$ cat src/rtl/wss_pkg.sv
// Shared types, constants and helpers of the weighted signature scan.
// Used by the front queue, the match engine, the tally pipeline, the top level
// and the testbench.
`default_nettype none

package wss_pkg;

  // Table size; the port and field widths of the block are sized for these values.
  localparam int NUM_PATTERNS    = 64;
  localparam int MAX_PATTERN_LEN = 32;

  // Configuration register indexes.
  typedef enum logic [2:0] {
    REG_DETECT     = 3'd0,
    REG_STRONG     = 3'd1,
    REG_WEAK       = 3'd2,
    REG_SIZE_LIMIT = 3'd3,
    REG_SIZE_BONUS = 3'd4
  } cfg_reg_e;

  // Four-level verdict reported with each file.
  typedef enum logic [1:0] {
    VERDICT_NONE     = 2'd0,
    VERDICT_UNLIKELY = 2'd1,
    VERDICT_POSSIBLE = 2'd2,
    VERDICT_LIKELY   = 2'd3
  } verdict_e;

  // Kind of a queued item, set when the item is taken in.
  typedef enum logic {
    KIND_LOAD = 1'b0,
    KIND_SCAN = 1'b1
  } kind_e;

  // One classified item as it waits in the queue.
  typedef struct packed {
    kind_e       kind;
    logic [5:0]  slot;
    logic [4:0]  pos;
    logic        pos_ok;
    logic [7:0]  chr;
    logic [5:0]  len;
    logic [7:0]  weight;
    logic [7:0]  data;
    logic        last;
  } item_t;

  // Control that travels with a scanned byte down the tally pipeline.
  typedef struct packed {
    logic valid;
    logic last;
    logic over;
  } scan_ctl_t;

  // Totals of one finished file, handed to the output stage.
  typedef struct packed {
    logic        valid;
    logic        over;
    logic [15:0] score;
    logic [6:0]  count;
  } tally_res_t;

  localparam logic [15:0] SCORE_MAX   = 16'hFFFF;
  localparam logic [6:0]  COUNT_MAX   = 7'd127;
  localparam logic [7:0]  CHAR_UP_A   = 8'h41;
  localparam logic [7:0]  CHAR_UP_Z   = 8'h5A;
  localparam logic [7:0]  CASE_OFFSET = 8'h20;

  // Fold upper-case ASCII letters to lower case; other bytes pass unchanged.
  function automatic logic [7:0] fold_lower(input logic [7:0] c);
    logic [7:0] r;
    r = c;
    if (c >= CHAR_UP_A && c <= CHAR_UP_Z) begin
      r = c + CASE_OFFSET;
    end
    return r;
  endfunction

endpackage

`default_nettype wire

$ cat src/rtl/wss_tally.sv
// Tally pipeline: registered adder tree over newly found slots and the file totals.
// Depends on wss_pkg; fed by wss_match, read by the top-level output stage.
`default_nettype none

module wss_tally import wss_pkg::*; (
  input  wire logic        clk_i,
  input  wire logic        rst_ni,
  input  wire logic        adv_i,
  input  wire scan_ctl_t   s1_ctl_i,
  input  wire logic [7:0]  s1_wt_i [NUM_PATTERNS],
  input  wire logic [NUM_PATTERNS-1:0] s1_hit_i,
  output tally_res_t       fin_o
);

  localparam int Group = 8;
  localparam int Ng1   = (NUM_PATTERNS + Group - 1) / Group;
  localparam int Ng2   = (Ng1 + Group - 1) / Group;

  logic [10:0] l1_sum_d [Ng1], l1_sum_q [Ng1];
  logic [3:0]  l1_cnt_d [Ng1], l1_cnt_q [Ng1];
  logic [13:0] l2_sum_d [Ng2], l2_sum_q [Ng2];
  logic [6:0]  l2_cnt_d [Ng2], l2_cnt_q [Ng2];
  scan_ctl_t   s2_ctl_q, s3_ctl_q;
  logic [16:0] tot_sum;
  logic [9:0]  tot_cnt;
  logic [15:0] new_score;
  logic [6:0]  new_count;
  logic [15:0] acc_score_q;
  logic [6:0]  acc_count_q;
  tally_res_t  fin_q;

  // First level: groups of eight slots.
  always_comb begin
    for (int g = 0; g < Ng1; g++) begin
      l1_sum_d[g] = '0;
      l1_cnt_d[g] = '0;
      for (int k = 0; k < Group; k++) begin
        if (g * Group + k < NUM_PATTERNS) begin
          l1_sum_d[g] = l1_sum_d[g] + 11'(s1_wt_i[g * Group + k]);
          l1_cnt_d[g] = l1_cnt_d[g] + 4'(s1_hit_i[g * Group + k]);
        end
      end
    end
  end

  // Second level: groups of eight first-level sums.
  always_comb begin
    for (int g = 0; g < Ng2; g++) begin
      l2_sum_d[g] = '0;
      l2_cnt_d[g] = '0;
      for (int k = 0; k < Group; k++) begin
        if (g * Group + k < Ng1) begin
          l2_sum_d[g] = l2_sum_d[g] + 14'(l1_sum_q[g * Group + k]);
          l2_cnt_d[g] = l2_cnt_d[g] + 7'(l1_cnt_q[g * Group + k]);
        end
      end
    end
  end

  // Last level joins the running totals, saturating both.
  always_comb begin
    tot_sum = 17'(acc_score_q);
    tot_cnt = 10'(acc_count_q);
    for (int g = 0; g < Ng2; g++) begin
      tot_sum = tot_sum + 17'(l2_sum_q[g]);
      tot_cnt = tot_cnt + 10'(l2_cnt_q[g]);
    end
    new_score = (tot_sum > 17'(SCORE_MAX)) ? SCORE_MAX : tot_sum[15:0];
    new_count = (tot_cnt > 10'(COUNT_MAX)) ? COUNT_MAX : tot_cnt[6:0];
  end

  // Tree stage registers.
  always_ff @(posedge clk_i) begin
    if (adv_i) begin
      l1_sum_q <= l1_sum_d;
      l1_cnt_q <= l1_cnt_d;
      l2_sum_q <= l2_sum_d;
      l2_cnt_q <= l2_cnt_d;
    end
  end

  // Control of the tree stages, running totals and the finished-file record.
  always_ff @(posedge clk_i or negedge rst_ni) begin
    if (!rst_ni) begin
      s2_ctl_q    <= '0;
      s3_ctl_q    <= '0;
      acc_score_q <= '0;
      acc_count_q <= '0;
      fin_q       <= '0;
    end else if (adv_i) begin
      s2_ctl_q    <= s1_ctl_i;
      s3_ctl_q    <= s2_ctl_q;
      fin_q.valid <= s3_ctl_q.valid && s3_ctl_q.last;
      if (s3_ctl_q.valid) begin
        if (s3_ctl_q.last) begin
          fin_q.score <= new_score;
          fin_q.count <= new_count;
          fin_q.over  <= s3_ctl_q.over;
          acc_score_q <= '0;
          acc_count_q <= '0;
        end else begin
          acc_score_q <= new_score;
          acc_count_q <= new_count;
        end
      end
    end
  end

  assign fin_o = fin_q;

endmodule

`default_nettype wire

$ cat config.mk
export PLATFORM = sky130hd
export DESIGN_NAME = wss_tally
export DESIGN_NICKNAME = d
export VERILOG_FILES = /design/src/rtl/wss_pkg.sv /design/src/rtl/wss_tally.sv
export SDC_FILE = /design/constraint.sdc
export NUM_CORES = 1
export LEC_CHECK = 0
export ABC_AREA = 1
export BUFFER_PORTS_ARGS = -buffer_cell sky130_fd_sc_hd__buf_2
export CORE_AREA = 2 2 237 239
export CTS_CLUSTER_DIAMETER = 40
export DETAILED_ROUTE_END_ITERATION = 6
export DIE_AREA = 0 0 239 241
export GPL_TIMING_DRIVEN = 0
export PLACE_DENSITY_LB_ADDON = 0.05
export SLEW_MARGIN = 25
export SYNTH_ARGS = -nofsm -noshare
export SYNTH_HDL_FRONTEND = slang
export SYNTH_SLANG_ARGS = --single-unit
$ cat constraint.sdc
create_clock -name clk_i -period 3.8 [get_ports clk_i]
set_input_delay 0.19 -clock clk_i [delete_from_list [all_inputs] [get_ports clk_i]]
set_output_delay 0.19 -clock clk_i [all_outputs]
set_load 0.05 [all_outputs]
==> flow_summary_export.csv <==
group,metric,value,unit
run_status,status,"completed",
route,drc,0,
placed_design,dp_hpwl,53500,um
global_route,use_met3,3.09,%
logic_synthesis,synth.net_count,3663,
logic_synthesis,synth_top_area_share,41.1,%
worst_setup_path,crit_fanout,4,
worst_setup_path,crit_path_end_kind,"register",
route,wl,58900,um
route,wl_per_cell,15.6,um
logic_synthesis,synthMostInstantiatedCell,"inv_1",
logic_synthesis,synthMuxAreaShare,0.0464,%
logic_synthesis,synth_seq_cells,195,
worst_setup_path,required,4.00,ns
global_route,grt_util_met2,39.6,%
sta,hold_viol_final,0,
worst_setup_path,cp_data_arrival_time,3.98,ns
flow_run,maxCapViolCount,0,
sta,fmax,265,MHz
hold_path,worst_hold_path_type,"in -> reg",
die,start_util,44.2,%
sta,setup_violations,0,
global_route,grt_max_degree,78,
finish,final_cells,3786,
worst_setup_path,criticalPathCategory,"reg -> reg",
global_route,grt_pass1_vias,18800,
clock_tree,cts_tree,"done",
route,via_count,17000,
finish,drive_gt1_share,23.3,%
clock_tree,cts_buffer_depth,2,
die,die_y,241,um
sta,fin_crit_sh,99.4,%
sta,skew,0.0116,ns
placed_design,dp_cells,3740,
clock_tree,cts-root-buf,"clkbuf_16",
global_route,busiest_layer,"met2",
clock_tree,clock_latency,0.46,ns
clock_tree,h-tree-depth,4,
die,dieArea,57600,sq um
finish,fin_nets,4299,
global_route,grt_use_total,21.1,%
worst_setup_path,startpoint,"l1_sum_q[46]",
logic_synthesis,ys_seq_area_share,23.0,%
die,core_area,54900,sq um
logic_synthesis,ys.flop_type,"edfxtp_1",
sta,slew_viol_final,0,
global_route,grt_antenna_before_repair,12,
logic_synthesis,synth_adder_area_share,49.1,%
global_route,grt_pass1_wl,94000,um
logic_synthesis,synth_simple_gate_area_share,7.94,%
logic_synthesis,yosysTopAreaCell,"fa_1",
logic_synthesis,ys_types,37,
sta,hold_ws,0.0314,ns
hold_path,hp-start,"s1_hit_i[18]",
placed_design,place.gp.congestion,0.877,
sta,relSlewSlack,52.2,%
finish,areaGrowthSynthToFinish,20.1,%
logic_synthesis,synthXorXnorAreaFrac,2.75,%
logic_synthesis,synth_top_family_by_area,"adder cells",
die,die_w,239,um
logic_synthesis,ys_warn_count,0,
logic_synthesis,synth_compound_area_share,2.98,%
logic_synthesis,yosys-top-cells-count,"895 x inv_1, 498 x fa_1, 322 x nand2_1",
route,via_per_inst,4.50,
logic_synthesis,synthCells,2429,
worst_setup_path,r2r_slack,0.02,ns
finish,finish.utilization,53.1,%
global_route,met1_usage,26.1,%
sta,worst_pin_slew,0.718,ns
global_route,grt-ovfl-total,0,
logic_synthesis,synthArstFlopShare,27.7,%
worst_setup_path,worstSetupStartpointType,"register",
clock_tree,cts_made_buffers,17,
route,postRouteAntennaNets,0,
route,dr.pass1.iters,5,
route,drtIter0Drc,534,
placed_design,port_buffers,606,
sta,period_needed,3.78,ns
logic_synthesis,synth_edf_count,141,
worst_setup_path,r2r-start,"l1_sum_q[46]",
placed_design,place_area,28200,sq um
sta,rsz0062_at_grt,"yes",
die,rows,86,
die,io_pins,607,
clock_tree,clk_pin_slew,0.07,ns
logic_synthesis,synth.cell_area,24200,sq um
finish,final_cell_area,29100,sq um
logic_synthesis,postSynthAreaPerCell,9.98,sq um
clock_tree,cts.sinks,195,
logic_synthesis,yosys-top-cells-area,"fa_1 41%, edfxtp_1 17%, inv_1 14%",
layout by cell type (no fill, tap or decap), drive strengths merged, types with 2 or more instances in the layout:
cell type / n
inv: 899
buf: 619
fa: 498
nand2: 336
ha: 154
edfxtp: 141
a21oi: 83
xor2: 55
nor2: 55
dfrtp: 54
nand3: 44
clkbuf: 26
xnor2: 21
o21ai: 21
nor3: 17
o211ai: 9
nand4: 8
o311ai: 7
diode: 6
and2: 5
dlygate4sd3: 4
bufinv: 3
o21bai: 3
clkinv: 3
nand3b: 2
clkinvlp: 2
a31oi: 2
routing by layer:
metal	vias up	part of all wire [%]
met3	47	3.5
met4	8	1.2
met2	341	55
li1	8234	-
met5	-	0.080
met1	8413	41
through the flow:
stage	setup slack, ns	TNS [ns]
after floorplan	-0.00665	-0.00665
after global placement	-0.452	-21.01
after detailed placement	-0.432	-5.72
after CTS	-0.0396	-0.0396
after global routing	-0.125	-0.395
final	0.0237	0
cells by family (layout without fill, tap and decap cells):
logic type               count (synthesis)  after routing
buffers and inverters                  909           1556
adder cells (fa/ha/maj)                652            652
AND/OR/NAND/NOR                        468            468
flip-flops                             195            195
AO/OA/AOI/OAI                          128            128
XOR/XNOR                                76             76
multiplexers                             1              1
other                                    0              6
worst paths after layout:
kind / endpoint / cells after the start
worst min register to register: fin_o[22] / 2
worst max-delay path: l2_sum_q[10] / 14
max in group asynchronous: acc_score_q[12] / 2
worst max register to register: l2_sum_q[10] / 14
min in group asynchronous: fin_o[20] / 2
worst min-delay path: l1_cnt_q[20] / 2
worst max-delay path, cell delays in order, from the launching register on:
cell	delay, ns
edfxtp_1	0.34
inv_2	0.05
fa_2	0.59
inv_2	0.05
fa_2	0.44
fa_1	0.49
inv_1	0.05
fa_1	0.49
inv_2	0.05
ha_4	0.16
fa_2	0.38
a21oi_2	0.18
nor2_1	0.08
o21ai_1	0.12
nand2_1	0.07
what timing repair did:
action / in CTS / in global routing
setup buffers: 0 / 6
endpoints found under the setup margin: 8 / 15
hold buffers: 4 / 0
endpoints found under the hold margin: 57 / 0
resized for setup: 17 / 48
pin swaps: 7 / 30
registers in the layout (all words and copies together), names as in the netlist:
signal	flops
acc_count_q	7
fin_o	25
acc_score_q	16
l1_sum_q	88
l2_cnt_q	7
l1_cnt_q	32
s2_ctl_q	3
l2_sum_q	14
s3_ctl_q	3
cell type report:
class	instances	area [sq um]
Fill cell	5123	25800
Clock buffer	21	440
Inverter	898	3370
Tap cell	704	881
Timing Repair Buffer	617	3160
Multi-Input combinational cell	1325	15500
Antenna cell	6	15.0
Sequential cell	195	5590
Buffer	11	66.3
Clock inverter	9	131
Power is left out: the tool's default activity adds up to more than one toggle a clock period on the data nets, which glitch-free logic cannot reach.
